### src/mlru_pkg.sv
// ----------------------------------------------------------------------------
// mlru_pkg
// Shared types and constants of the midpoint LRU frame manager.
// ----------------------------------------------------------------------------
package mlru_pkg;

  localparam logic [6:0]  PCT_MAX     = 7'd100;
  localparam logic [6:0]  PCT_RESET   = 7'd37;
  localparam logic [31:0] LOG_STEP    = 32'd10;
  localparam logic [7:0]  PIN_MAX     = 8'd255;
  localparam logic [12:0] RECIP_MUL   = 13'd5243;
  localparam int          RECIP_SHIFT = 19;

  typedef enum logic [3:0] {
    ST_IDLE,
    ST_DISPATCH,
    ST_LK_CHK,
    ST_HIT_WR,
    ST_FIND,
    ST_MISS,
    ST_V1_RD,
    ST_V1_CHK,
    ST_V2_RD,
    ST_V2_CHK,
    ST_EVICT,
    ST_INSTALL,
    ST_UF_WR,
    ST_DONE
  } state_t;

  typedef struct packed {
    logic latch;
    logic idx_zero;
    logic idx_len;
    logic idx_inc;
    logic fsel_idx;
    logic fsel_list;
    logic fsel_fidx;
    logic fsel_free;
    logic hit_upd;
    logic move_front;
    logic evict;
    logic install;
    logic unfix_upd;
    logic res_fail;
  } cmd_t;

  typedef struct packed {
    logic unfix;
    logic uf_ok;
    logic match;
    logic idx_end;
    logic frame_old;
    logic list_match;
    logic free_avail;
    logic len_gt_mid;
    logic len_zero;
    logic idx_gt_mid;
    logic idx_zero;
    logic pins_zero;
  } sts_t;

endpackage

### src/mlru_ram.sv
// ----------------------------------------------------------------------------
// mlru_ram
// Generic single-write, single-read RAM with registered read data.
// ----------------------------------------------------------------------------
module mlru_ram #(
  parameter int WIDTH = 8,
  parameter int DEPTH = 16
) (
  input  logic                     clk,
  input  logic                     we,
  input  logic [$clog2(DEPTH)-1:0] waddr,
  input  logic [WIDTH-1:0]         wdata,
  input  logic [$clog2(DEPTH)-1:0] raddr,
  output logic [WIDTH-1:0]         rdata
);

  logic [WIDTH-1:0] mem [DEPTH];

  always_ff @(posedge clk) begin
    if (we) begin
      mem[waddr] <= wdata;
    end
    rdata <= mem[raddr];
  end

endmodule

### src/mlru_ctrl.sv
// ----------------------------------------------------------------------------
// mlru_ctrl
// Sequencer for lookup, victim scan, list update and unfix.
// ----------------------------------------------------------------------------
module mlru_ctrl (
  input  logic          clk,
  input  logic          rst,
  input  logic          start,
  output logic          busy,
  output logic          done,
  input  mlru_pkg::sts_t sts,
  output mlru_pkg::cmd_t cmd
);

  mlru_pkg::state_t state, state_next;

  always_ff @(posedge clk) begin
    if (rst) begin
      state <= mlru_pkg::ST_IDLE;
    end else begin
      state <= state_next;
    end
  end

  always_comb begin
    state_next = state;
    cmd        = '0;
    busy       = (state != mlru_pkg::ST_IDLE);
    done       = 1'b0;
    case (state)
      mlru_pkg::ST_IDLE: begin
        if (start) begin
          cmd.latch    = 1'b1;
          cmd.idx_zero = 1'b1;
          state_next   = mlru_pkg::ST_DISPATCH;
        end
      end
      mlru_pkg::ST_DISPATCH: begin
        if (sts.unfix) begin
          if (sts.uf_ok) begin
            cmd.fsel_fidx = 1'b1;
            state_next    = mlru_pkg::ST_UF_WR;
          end else begin
            state_next = mlru_pkg::ST_DONE;
          end
        end else begin
          cmd.fsel_idx = 1'b1;
          state_next   = mlru_pkg::ST_LK_CHK;
        end
      end
      mlru_pkg::ST_LK_CHK: begin
        if (sts.match) begin
          state_next = mlru_pkg::ST_HIT_WR;
        end else if (sts.idx_end) begin
          state_next = mlru_pkg::ST_MISS;
        end else begin
          cmd.fsel_idx = 1'b1;
        end
      end
      mlru_pkg::ST_HIT_WR: begin
        cmd.hit_upd = 1'b1;
        if (sts.frame_old) begin
          cmd.idx_zero = 1'b1;
          state_next   = mlru_pkg::ST_FIND;
        end else begin
          state_next = mlru_pkg::ST_DONE;
        end
      end
      mlru_pkg::ST_FIND: begin
        if (sts.list_match) begin
          cmd.move_front = 1'b1;
          state_next     = mlru_pkg::ST_DONE;
        end else begin
          cmd.idx_inc = 1'b1;
        end
      end
      mlru_pkg::ST_MISS: begin
        if (sts.free_avail) begin
          cmd.fsel_free = 1'b1;
          state_next    = mlru_pkg::ST_INSTALL;
        end else if (sts.len_gt_mid) begin
          cmd.idx_len = 1'b1;
          state_next  = mlru_pkg::ST_V1_RD;
        end else if (!sts.len_zero) begin
          cmd.idx_len = 1'b1;
          state_next  = mlru_pkg::ST_V2_RD;
        end else begin
          cmd.res_fail = 1'b1;
          state_next   = mlru_pkg::ST_DONE;
        end
      end
      mlru_pkg::ST_V1_RD: begin
        cmd.fsel_list = 1'b1;
        state_next    = mlru_pkg::ST_V1_CHK;
      end
      mlru_pkg::ST_V1_CHK: begin
        if (sts.pins_zero) begin
          state_next = mlru_pkg::ST_EVICT;
        end else if (sts.idx_gt_mid) begin
          cmd.fsel_list = 1'b1;
        end else begin
          cmd.idx_len = 1'b1;
          state_next  = mlru_pkg::ST_V2_RD;
        end
      end
      mlru_pkg::ST_V2_RD: begin
        cmd.fsel_list = 1'b1;
        state_next    = mlru_pkg::ST_V2_CHK;
      end
      mlru_pkg::ST_V2_CHK: begin
        if (sts.pins_zero) begin
          state_next = mlru_pkg::ST_EVICT;
        end else if (!sts.idx_zero) begin
          cmd.fsel_list = 1'b1;
        end else begin
          cmd.res_fail = 1'b1;
          state_next   = mlru_pkg::ST_DONE;
        end
      end
      mlru_pkg::ST_EVICT: begin
        cmd.evict  = 1'b1;
        state_next = mlru_pkg::ST_INSTALL;
      end
      mlru_pkg::ST_INSTALL: begin
        cmd.install = 1'b1;
        state_next  = mlru_pkg::ST_DONE;
      end
      mlru_pkg::ST_UF_WR: begin
        cmd.unfix_upd = 1'b1;
        state_next    = mlru_pkg::ST_DONE;
      end
      mlru_pkg::ST_DONE: begin
        done       = 1'b1;
        state_next = mlru_pkg::ST_IDLE;
      end
      default: begin
        state_next = mlru_pkg::ST_IDLE;
      end
    endcase
  end

endmodule

### src/mlru_dp.sv
// ----------------------------------------------------------------------------
// mlru_dp
// Frame tables, recency list, free count, log counter and result registers.
// ----------------------------------------------------------------------------
module mlru_dp #(
  parameter int POOL_FRAMES = 16
) (
  input  logic           clk,
  input  logic           rst,
  input  logic           kind,
  input  logic [30:0]    page_id,
  input  logic [3:0]     unfix_frame,
  input  logic           mark_dirty,
  input  logic           old_percent_we,
  input  logic [6:0]     old_percent,
  input  mlru_pkg::cmd_t cmd,
  output mlru_pkg::sts_t sts,
  output logic [3:0]     frame,
  output logic           hit,
  output logic           failed,
  output logic           evicted,
  output logic [30:0]    evicted_page,
  output logic           wrote_back,
  output logic [31:0]    log_number
);

  localparam int FW = $clog2(POOL_FRAMES);
  localparam int IW = $clog2(POOL_FRAMES + 1);
  localparam int PW = $clog2(POOL_FRAMES * 100 + 1);
  localparam int SW = PW + 13;
  localparam logic [IW-1:0] P_IW  = IW'(POOL_FRAMES);
  localparam logic [IW-1:0] EMPTY = IW'(POOL_FRAMES);

  logic [6:0]    old_pct;
  logic [6:0]    pct_c;
  logic [6:0]    pct_diff;
  logic [PW-1:0] prod;
  logic [SW-1:0] scaled;
  logic [IW-1:0] mid;

  logic          kind_r;
  logic [30:0]   pid_r;
  logic [3:0]    fidx_r;
  logic          mark_r;

  logic [IW-1:0] order_list [POOL_FRAMES];
  logic [IW-1:0] len;
  logic [IW-1:0] free_count;
  logic [IW-1:0] idx;
  logic [IW-1:0] idx_m1;
  logic [IW-1:0] free_frame;
  logic [IW-1:0] ins_pos;
  logic [FW-1:0] fsel;
  logic [FW-1:0] fsel_next;
  logic [FW+3:0] fidx_ext;
  logic [FW+3:0] fsel_ext;
  logic [IW-1:0] list_at_idx;
  logic [IW-1:0] list_at_m1;
  logic [31:0]   log_counter;
  logic [31:0]   log_inc;

  logic [POOL_FRAMES-1:0] frame_valid;
  logic [POOL_FRAMES-1:0] frame_dirty;
  logic [POOL_FRAMES-1:0] frame_old;

  logic          page_we;
  logic [30:0]   page_rdata;
  logic          pins_we;
  logic [7:0]    pins_wdata;
  logic [7:0]    pins_rdata;

  assign pct_c    = (old_pct > mlru_pkg::PCT_MAX) ? mlru_pkg::PCT_MAX : old_pct;
  assign pct_diff = mlru_pkg::PCT_MAX - pct_c;
  assign mid      = IW'(scaled >> mlru_pkg::RECIP_SHIFT);

  always_ff @(posedge clk) begin
    if (rst) begin
      old_pct <= mlru_pkg::PCT_RESET;
    end else if (old_percent_we) begin
      old_pct <= old_percent;
    end
    prod   <= PW'(pct_diff) * PW'(POOL_FRAMES);
    scaled <= SW'(prod) * SW'(mlru_pkg::RECIP_MUL);
  end

  assign idx_m1      = idx - 1'b1;
  assign free_frame  = P_IW - free_count;
  assign ins_pos     = (mid < len) ? mid : len;
  assign fidx_ext    = {{FW{1'b0}}, fidx_r};
  assign fsel_ext    = {4'b0000, fsel};
  assign list_at_idx = order_list[idx[FW-1:0]];
  assign list_at_m1  = order_list[idx_m1[FW-1:0]];
  assign log_inc     = log_counter + mlru_pkg::LOG_STEP;

  always_comb begin
    fsel_next = fsel;
    if (cmd.fsel_idx) begin
      fsel_next = idx[FW-1:0];
    end else if (cmd.fsel_list) begin
      fsel_next = list_at_m1[FW-1:0];
    end else if (cmd.fsel_fidx) begin
      fsel_next = fidx_ext[FW-1:0];
    end else if (cmd.fsel_free) begin
      fsel_next = free_frame[FW-1:0];
    end
  end

  assign page_we = cmd.install;

  always_comb begin
    pins_we    = cmd.hit_upd | cmd.install | cmd.unfix_upd;
    pins_wdata = 8'd1;
    if (cmd.hit_upd) begin
      pins_wdata = (pins_rdata == mlru_pkg::PIN_MAX) ? pins_rdata : pins_rdata + 8'd1;
    end else if (cmd.unfix_upd) begin
      pins_wdata = (pins_rdata == 8'd0) ? pins_rdata : pins_rdata - 8'd1;
    end
  end

  mlru_ram #(.WIDTH(31), .DEPTH(POOL_FRAMES)) u_page_ram (
    .clk   (clk),
    .we    (page_we),
    .waddr (fsel),
    .wdata (pid_r),
    .raddr (fsel_next),
    .rdata (page_rdata)
  );

  mlru_ram #(.WIDTH(8), .DEPTH(POOL_FRAMES)) u_pins_ram (
    .clk   (clk),
    .we    (pins_we),
    .waddr (fsel),
    .wdata (pins_wdata),
    .raddr (fsel_next),
    .rdata (pins_rdata)
  );

  always_comb begin
    sts.unfix      = kind_r;
    sts.uf_ok      = (fidx_ext < (FW + 4)'(POOL_FRAMES)) && frame_valid[fidx_ext[FW-1:0]];
    sts.match      = frame_valid[fsel] && (page_rdata == pid_r);
    sts.idx_end    = (idx == P_IW);
    sts.frame_old  = frame_old[fsel];
    sts.list_match = (list_at_idx == IW'(fsel));
    sts.free_avail = (free_count != '0);
    sts.len_gt_mid = (len > mid);
    sts.len_zero   = (len == '0);
    sts.idx_gt_mid = (idx > mid);
    sts.idx_zero   = (idx == '0);
    sts.pins_zero  = (pins_rdata == 8'd0);
  end

  always_ff @(posedge clk) begin
    fsel <= fsel_next;
    if (cmd.latch) begin
      kind_r <= kind;
      pid_r  <= page_id;
      fidx_r <= unfix_frame;
      mark_r <= mark_dirty;
    end
    if (cmd.idx_zero) begin
      idx <= '0;
    end else if (cmd.idx_len) begin
      idx <= len;
    end else if (cmd.idx_inc || cmd.fsel_idx) begin
      idx <= idx + 1'b1;
    end else if (cmd.fsel_list) begin
      idx <= idx_m1;
    end
  end

  always_ff @(posedge clk) begin
    if (rst) begin
      for (int j = 0; j < POOL_FRAMES; j++) begin
        order_list[j] <= EMPTY;
      end
      len         <= '0;
      free_count  <= P_IW;
      log_counter <= '0;
      frame_valid <= '0;
      frame_dirty <= '0;
      frame_old   <= '0;
    end else begin
      if (cmd.fsel_free) begin
        free_count <= free_count - 1'b1;
      end
      if (cmd.hit_upd) begin
        frame_old[fsel] <= 1'b0;
      end
      if (cmd.move_front) begin
        for (int j = 0; j < POOL_FRAMES; j++) begin
          if (j == 0) begin
            order_list[j] <= IW'(fsel);
          end else if (IW'(j) <= idx) begin
            order_list[j] <= order_list[j-1];
          end
        end
      end
      if (cmd.evict) begin
        for (int j = 0; j < POOL_FRAMES; j++) begin
          if (IW'(j) >= idx) begin
            order_list[j] <= (j == POOL_FRAMES - 1) ? EMPTY
                             : order_list[(j + 1) % POOL_FRAMES];
          end
        end
        len <= len - 1'b1;
        if (frame_dirty[fsel]) begin
          log_counter <= log_inc;
        end
      end
      if (cmd.install) begin
        for (int j = 0; j < POOL_FRAMES; j++) begin
          if (IW'(j) == ins_pos) begin
            order_list[j] <= IW'(fsel);
          end else if (IW'(j) > ins_pos) begin
            order_list[j] <= order_list[(j + POOL_FRAMES - 1) % POOL_FRAMES];
          end
        end
        len               <= len + 1'b1;
        frame_valid[fsel] <= 1'b1;
        frame_dirty[fsel] <= 1'b0;
        frame_old[fsel]   <= 1'b1;
      end
      if (cmd.unfix_upd && mark_r) begin
        log_counter       <= log_inc;
        frame_dirty[fsel] <= 1'b1;
      end
    end
  end

  always_ff @(posedge clk) begin
    if (cmd.latch) begin
      frame        <= kind ? unfix_frame : 4'd0;
      hit          <= 1'b0;
      failed       <= 1'b0;
      evicted      <= 1'b0;
      evicted_page <= '0;
      wrote_back   <= 1'b0;
      log_number   <= '0;
    end else begin
      if (cmd.hit_upd) begin
        frame <= fsel_ext[3:0];
        hit   <= 1'b1;
      end
      if (cmd.res_fail) begin
        failed <= 1'b1;
      end
      if (cmd.evict) begin
        evicted      <= 1'b1;
        evicted_page <= page_rdata;
        if (frame_dirty[fsel]) begin
          wrote_back <= 1'b1;
          log_number <= log_inc;
        end
      end
      if (cmd.install) begin
        frame <= fsel_ext[3:0];
      end
      if (cmd.unfix_upd && mark_r) begin
        log_number <= log_inc;
      end
    end
  end

endmodule

### src/midpoint_lru_frame_manager.sv
// ----------------------------------------------------------------------------
// midpoint_lru_frame_manager
// Page-frame pool with midpoint-insertion LRU replacement.
// ----------------------------------------------------------------------------
// A request is taken when start is high and busy is low; the result appears
// for one cycle with done high and cannot be stalled, so capture it then.
// An unfix of a resident frame passes through the update state before done;
// any other unfix goes straight to done. A fix walks the frame table one
// frame a cycle; on a hit on an old frame it then walks the recency list to
// find the frame and moves it to the head. A miss that takes a free frame
// installs it directly; otherwise the victim scan, one list entry a cycle
// over the old part and then the whole list, evicts an unpinned frame or
// fails when all are pinned. Busy drops in the cycle after done. The
// midpoint follows a configuration write through the old_pct, prod and
// scaled registers, well before any request reads it.
// ----------------------------------------------------------------------------
module midpoint_lru_frame_manager #(
  parameter int POOL_FRAMES = 16
) (
  input  logic        clk,
  input  logic        rst,
  input  logic        start,
  output logic        busy,
  input  logic        kind,
  input  logic [30:0] page_id,
  input  logic [3:0]  unfix_frame,
  input  logic        mark_dirty,
  input  logic        old_percent_we,
  input  logic [6:0]  old_percent,
  output logic        done,
  output logic [3:0]  frame,
  output logic        hit,
  output logic        failed,
  output logic        evicted,
  output logic [30:0] evicted_page,
  output logic        wrote_back,
  output logic [31:0] log_number
);

  mlru_pkg::cmd_t cmd;
  mlru_pkg::sts_t sts;

  mlru_ctrl u_ctrl (
    .clk   (clk),
    .rst   (rst),
    .start (start),
    .busy  (busy),
    .done  (done),
    .sts   (sts),
    .cmd   (cmd)
  );

  mlru_dp #(.POOL_FRAMES(POOL_FRAMES)) u_dp (
    .clk            (clk),
    .rst            (rst),
    .kind           (kind),
    .page_id        (page_id),
    .unfix_frame    (unfix_frame),
    .mark_dirty     (mark_dirty),
    .old_percent_we (old_percent_we),
    .old_percent    (old_percent),
    .cmd            (cmd),
    .sts            (sts),
    .frame          (frame),
    .hit            (hit),
    .failed         (failed),
    .evicted        (evicted),
    .evicted_page   (evicted_page),
    .wrote_back     (wrote_back),
    .log_number     (log_number)
  );

endmodule

### config.mk
export PLATFORM = sky130hd
export DESIGN_NAME = midpoint_lru_frame_manager
export DESIGN_NICKNAME = d
export VERILOG_FILES = /design/src/mlru_pkg.sv /design/src/mlru_ram.sv /design/src/mlru_ctrl.sv /design/src/mlru_dp.sv /design/src/midpoint_lru_frame_manager.sv
export SDC_FILE = /design/constraint.sdc
export NUM_CORES = 2
export LEC_CHECK = 0
export CAP_MARGIN = 20
export CORE_MARGIN = 5
export CORE_UTILIZATION = 39
export DETAILED_ROUTE_END_ITERATION = 10
export DONT_BUFFER_PORTS = 1
export PLACE_DENSITY = 0.55
export RECOVER_POWER = 25
export SETUP_SLACK_MARGIN = 0.3
export SYNTH_ARGS = -nofsm -noshare
export SYNTH_HDL_FRONTEND = slang
export SYNTH_SLANG_ARGS = --single-unit
### constraint.sdc
create_clock -name clk -period 7.8 [get_ports clk]
set_clock_uncertainty 0.05 [all_clocks]
set_input_delay 1.56 -clock clk [delete_from_list [all_inputs] [get_ports clk]]
set_output_delay 1.56 -clock clk [all_outputs]
set_load 0.03 [all_outputs]
## Word-level counts from Yosys, hierarchy flattened

Memories as Yosys holds them, arrays and structs flattened. A register that Yosys moved wholly into a read port is not among the register bits.
Index checks and enable logic that the tools add are counted.

- Memories: 3
- Bits in registers: 245
- Output and inout port bits: 73
- Memory bits (writable): 704
- Bits of input ports: 48
- Logic and storage cells: 658

Memories:

| memory | depth | width | rd ports | clocked after memory_dff | write ports | line | RTL |
|---|---|---|---|---|---|---|---|
| u_dp.u_page_ram.mem | 16 | 31 | 1 | 1 | 1 | mlru_ram.sv:17 | `logic [WIDTH-1:0] mem [DEPTH];` |
| u_dp.u_pins_ram.mem | 16 | 8 | 1 | 1 | 1 | mlru_ram.sv:17 |  |
| u_dp.order_list | 16 | 5 | 18 | 1 | 16 | mlru_dp.sv:46 | `logic [IW-1:0] order_list [POOL_FRAMES];` |

- Reduce and logical (&&, ||, !) cells: 22
- $add $sub $neg: 10
- Multipliers: 1
- Muxes and demuxes: 435
- Order comparisons: 55
- Eq/ne operators: 37
- Bitwise operators: 72

Operators by type and width:

| kind | count |
|---|---|
| $mux 5 | 70 |
| $mux 1 | 316 |
| $mux 16 | 6 |
| $mux 32 | 3 |
| $mux 4 | 22 |
| $or 1x1->1 | 66 |
| $or 16x16->16 | 3 |
| $pmux 4 s12 | 1 |
| $eq 4x5->1 const A | 8 |
| $ge 4x5->1 const A | 8 |
| $gt 4x5->1 const A | 8 |
| $le 4x5->1 const A | 8 |
| $add 32x4->32 const B | 1 |
| $and 16x16->16 | 2 |
| $mux 8 | 4 |
| $eq 31x31->1 | 1 |
| $eq 4x4->1 const B | 6 |
| $eq 3x5->1 const A | 4 |
| $ge 3x5->1 const A | 4 |
| $gt 3x5->1 const A | 4 |
| $le 3x5->1 const A | 4 |
| $mul 7x13->20 const B | 1 |
| $bmux 1 s4 | 4 |
| $eq 4x3->1 const B | 4 |
| 46 further kinds | 74 |

## Logic depth before layout (Yosys ltp)

- Depth in word-level cells: 10
- Depth in mapped cells: 19
- Depth with buffers taken out: 16

## Modules after synthesis

From an unflattened synthesis, not the netlist that was laid out.

- Cells, all modules: 3002
- Area, all modules: 43187.7 um^2

Modules (own cells, without submodules):

| module | cells an instance | seq. area each (um^2) | area each (um^2) | instances |
|---|---|---|---|---|
| mlru_ram at u_dp.u_page_ram | 812 | 15514.9 | 19248.5 | 1 |
| mlru_dp | 1862 | 7377.1 | 18112.4 | 1 |
| mlru_ram at u_dp.u_pins_ram | 229 | 4003.8 | 5147.4 | 1 |
| mlru_ctrl | 99 | 80.1 | 679.4 | 1 |

## Least setup slack after synthesis

OpenSTA, ideal clock, no wires.

- Kind: reg-to-reg
- Start point: register u_dp.idx[0]
- End point: register u_dp.u_page_ram.rdata[10] (read register of u_dp.u_page_ram.mem)
- Setup time: 130 ps
- Setup slack: 3223 ps
- Buffers on the path: 7
- Data required time: 7620 ps
- Arrival: 4397 ps
- Period minus slack after synthesis: 4577 ps
- Cell stages (with the launch flop): 19
- Cell sequence: dfxtp_1 -> clkbuf_1 -> buf_2 -> buf_2 -> inv_1 -> ha_1 -> clkbuf_1 -> clkbuf_1 -> mux4_2 -> mux2i_1 -> nand2_1 -> o21ai_0 -> mux2i_1 -> mux2i_1 -> clkbuf_1 -> buf_2 -> mux2_2 -> o211ai_1 -> nand4_1

- Cells in the longest elaborated chain, start to end: 6
- Elaborated cells between the ends (all ways): 15
- Those cells by class: add/sub: 1; order compare: 1; eq/ne: 1; mux: 10; reduce/logical: 1; memory: 1

RTL lines:

| item | line | RTL |
|---|---|---|
| from (decl) | mlru_dp.sv:49 | `logic [IW-1:0] idx;` |
| from (signal assigned) | mlru_dp.sv:164 | `idx <= len;` |
| from (signal assigned) | mlru_dp.sv:166 | `idx <= idx + 1'b1;` |
| from (signal assigned) | mlru_dp.sv:168 | `idx <= idx_m1;` |
| branches (longest 5 deep; another with $sub 5x1->5) | n/a |  |
| $mux 4 * | mlru_dp.sv:97 | `if (cmd.fsel_idx) begin` |
| to (decl) | mlru_ram.sv:14 | `output logic [WIDTH-1:0] rdata` |

Mark *: on every way between the ends.
A chain may end at the register's enable or synchronous reset.

## Worst setup path in the final report

- Start point: register u_dp.pid_r[27]
- End point: register u_dp.u_pins_ram.rdata[3] (read register of u_dp.u_pins_ram.mem)

- Cells in the longest elaborated chain, start to end: 5

RTL lines:

| item | line | RTL |
|---|---|---|
| from (decl) | mlru_dp.sv:42 | `logic [30:0] pid_r;` |
| from (signal assigned) | mlru_dp.sv:157 | `pid_r <= page_id;` |
| $eq 31x31->1 | mlru_dp.sv:141 | `sts.match = frame_valid[fsel] && (page_rdata == pid_r);` |
| $logic_and 1x1->1 | mlru_dp.sv:141 |  |
| $mux 1 | mlru_ctrl.sv:52 | `if (sts.match) begin` |
| $pmux 1 s2 | mlru_ctrl.sv:30 | `case (state)` |
| $mux 4 | mlru_dp.sv:97 |  |
| net u_dp.fsel_next[3] | mlru_dp.sv:54 | `logic [FW-1:0] fsel_next;` |
| to (decl) | mlru_ram.sv:14 |  |

The timed path passes the listed nets, and every way through them passes these cells.

==> impl_metrics.json <==
{
  "cellPowerDensity_nw_per_um2": 380,
  "hold_depth": 1,
  "postCtsSetupRepairBufs": 0,
  "period_share_pct": 70.7,
  "die_width_um": 344,
  "netlist_top_cells_count": "edfxtp_1, nand2_1, nor2_1",
  "cts_hold_buf": 0,
  "r2r-start": "u_dp.pid_r[27]",
  "startpoint": "u_dp.pid_r[27]",
  "whs_ns": 0.409,
  "route.met2.wl_mm": 53.3,
  "routedWlPerCell_um": 23.3,
  "cap_violations": 0,
  "cts_tree": "built",
  "clockRootBuffer": "clkbuf_16",
  "yosysUniqueCellTypes": 72,
  "drive_gt1_share_pct": 14.5,
  "rsz0062_at_grt": "false",
  "status": "complete, no violations",
  "clock.fmax_mhz": 181,
  "design_area_um2": 48700,
  "synth-edff-count": 745,
  "nets": 3501,
  "tns_ns": 0,
  "crit_path_start_kind": "flip-flop",
  "timing.rr.end": "u_dp.u_pins_ram.rdata[3]",
  "met3_length_mm": 7.98,
  "syn_inst": 3381,
  "syn_nets": 3519,
  "wl_met1_mm": 51.0,
  "placeableCoreArea_um2": 111000,
  "ios": 121,
  "grt_overflow": 0,
  "cts_resized": 0,
  "syn_area_um2": 43400,
  "ant_nets": 0,
  "synth_area_per_cell_um2": 12.8,
  "fin_util_pct": 44.0,
  "setup_violations": 0,
  "r2r_cells": 10,
  "slew_headroom_pct": 26.8,
  "grt_pass1_wl_mm": 172,
  "clkLatencyLatePin_ns": 0.69,
  "cp-end-kind": "flip-flop",
  "clock_sinks": 975,
  "tightest_slew_ns": 1.08,
  "syn_to_final_growth_pct": 12.0,
  "placed_cell_area_um2": 45100,
  "dp_cells": 4740,
  "die_y_um": 344,
  "yosysTopAreaCell": "edfxtp_1",
  "finalMaxSlewViolations": 0,
  "num_vias": 27200,
  "critPathMaxFanout": 24,
  "min_path_type": "flip-flop to flip-flop",
  "dr.max_layer_used": "met5",
  "globalplace.congestion": 0.888,
  "htreeDepth": 3,
  "wirelength_mm": 115,
  "grt_pass1_vias": 26900,
  "instances_no_fill": 4948,
  "peakVddDrop_mv": 0.383,
  "synth_seq_cells": 975,
  "critPathRequiredTime_ns": 8.37,
  "clock_path_buffers": 3,
  "vias_per_cell": 5.49,
  "drtIter0Drc": 2069,
  "r2r_setup_slack_ns": 2.29,
  "clk_pin_slew_worst_paths_ns": 0.06,
  "synth_top_area_share_pct": 51.5,
  "row_count": 122,
  "drt_first_pass_iters": 8,
  "arrival_ns": 6.08,
  "synth-seq-area-share_pct": 62.1,
  "antenna_found_initial": 11,
  "fin_crit_ns": 5.51,
  "port-buffer-count": 0,
  "grt_usage_pct": 19.2,
  "yosys_warnings": 0,
  "cellLeakagePower_nw": 17.1,
  "synth.area.top_cells": "edfxtp_1, dfxtp_1, mux2_2, mux2i_1, nand2_1",
  "numCtsBuffers": 104,
  "crit_path_end": "u_dp.u_pins_ram.rdata[3]",
  "grt_max_degree": 127,
  "final_hold_viol_count": 0,
  "synth_flop_cell": "edfxtp_1",
  "yosysMostFrequentCell": "edfxtp_1",
  "start_util_pct": 39.3,
  "dp_hpwl_mm": 69.3,
  "dieArea_um2": 118000,
  "critPathKind": "flip-flop to flip-flop",
  "drc": 0,
  "async_flop_share_pct": 0
}
==> worst max-delay path: stages (launching register included) <==
cell      delay, ns
edfxtp_1       0.64
xnor2_1        0.59
nand4_1        0.24
nor4_1         0.73
a31oi_1        0.30
and2_1         0.28
o41ai_2        0.85
nor2b_4        1.00
buf_4          0.46
o211ai_1       0.16
nand4_1        0.11
==> sequential cells by signal, indices dropped and copies added (netlist names), 7 cells and up, named ones only <==
signal,count
u_dp.u_pins_ram.rdata,8
u_dp.order_list,80
u_dp.u_page_ram.rdata,31
u_dp.pid_r,31
u_dp.frame_valid,16
u_dp.log_counter,31
u_dp.old_pct,7
u_dp.prod,7
u_dp.u_pins_ram.mem,128
u_dp.log_number,31
u_dp.frame_dirty,16
u_dp.evicted_page,31
u_dp.u_page_ram.mem,496
==> kinds of logic after synthesis <==
family | after synthesis | synth area share, %
other | 1 | 0.00863
AOI/OAI and AO/OA | 565 | 8.64
DFF | 975 | 62.1
xor gates and xnor gates | 109 | 2.20
buffers and inverters | 276 | 2.61
muxes | 414 | 11.8
and+or+nand+nor | 951 | 9.79
adders and majority gates | 90 | 2.90
==> metrics by stage <==
stage,setup slack (ns),power (mW)
after floorplan,3.22,11.7
after global placement,2.33,13.7
after detailed placement,2.34,13.7
after CTS,2.28,18.7
after global routing,2.12,19.6
final,2.29,18.5
==> layout by cell type, fill, tap and decap left out, drive strengths merged, types with 23 or more instances in the layout <==
cell	instances
nand2	403
buf	69
nor2b	31
clkbuf	143
dfxtp	230
and3	23
nand4	56
edfxtp	745
xnor2	68
xor2	41
a211oi	32
nand3	48
a22oi	36
nor2	249
a21oi	127
o21ai	92
clkinv	36
o22ai	29
mux2	170
or3	23
mux2i	184
nor3	46
ha	72
mux4	60
inv	89
o211ai	158
==> area by class of cell <==
type,count,area [um2]
fill,10200,62000
multi-input combinational,2130,15400
clock inverter,55,599
timing repair buffer,69,619
clock buffer,143,2890
inverter,83,317
sequential,975,27000
antenna,5,12.5
tap,1488,1860
==> routing by layer <==
metal | vias to the layer above | track usage, %
met5 | - | 0
li1 | 12600 | -
met2 | 792 | 30.8
met4 | 2 | 5.24
met3 | 199 | 4.46
met1 | 13500 | 26.5
==> how the worst min path moves through the flow <==
stage / from / end / slack, ns
floorplan: u_dp.free_count[4] / u_dp.free_count[4] / 0.38
global placement: u_dp.free_count[4] / u_dp.free_count[4] / 0.39
detailed placement: u_dp.free_count[4] / u_dp.free_count[4] / 0.40
CTS: u_dp.free_count[4] / u_dp.free_count[4] / 0.41
global route: flip-flop / flip-flop / 0.44
finish: u_dp.free_count[4] / u_dp.free_count[4] / 0.41
==> power breakdown <==
part | switching, mW | internal, mW
registers | 0.666 | 6.15
clock network | 2.08 | 2.91
logic | 3.95 | 2.75
total | 6.70 | 11.8
Note: power is estimated with default switching activity, not from simulation.
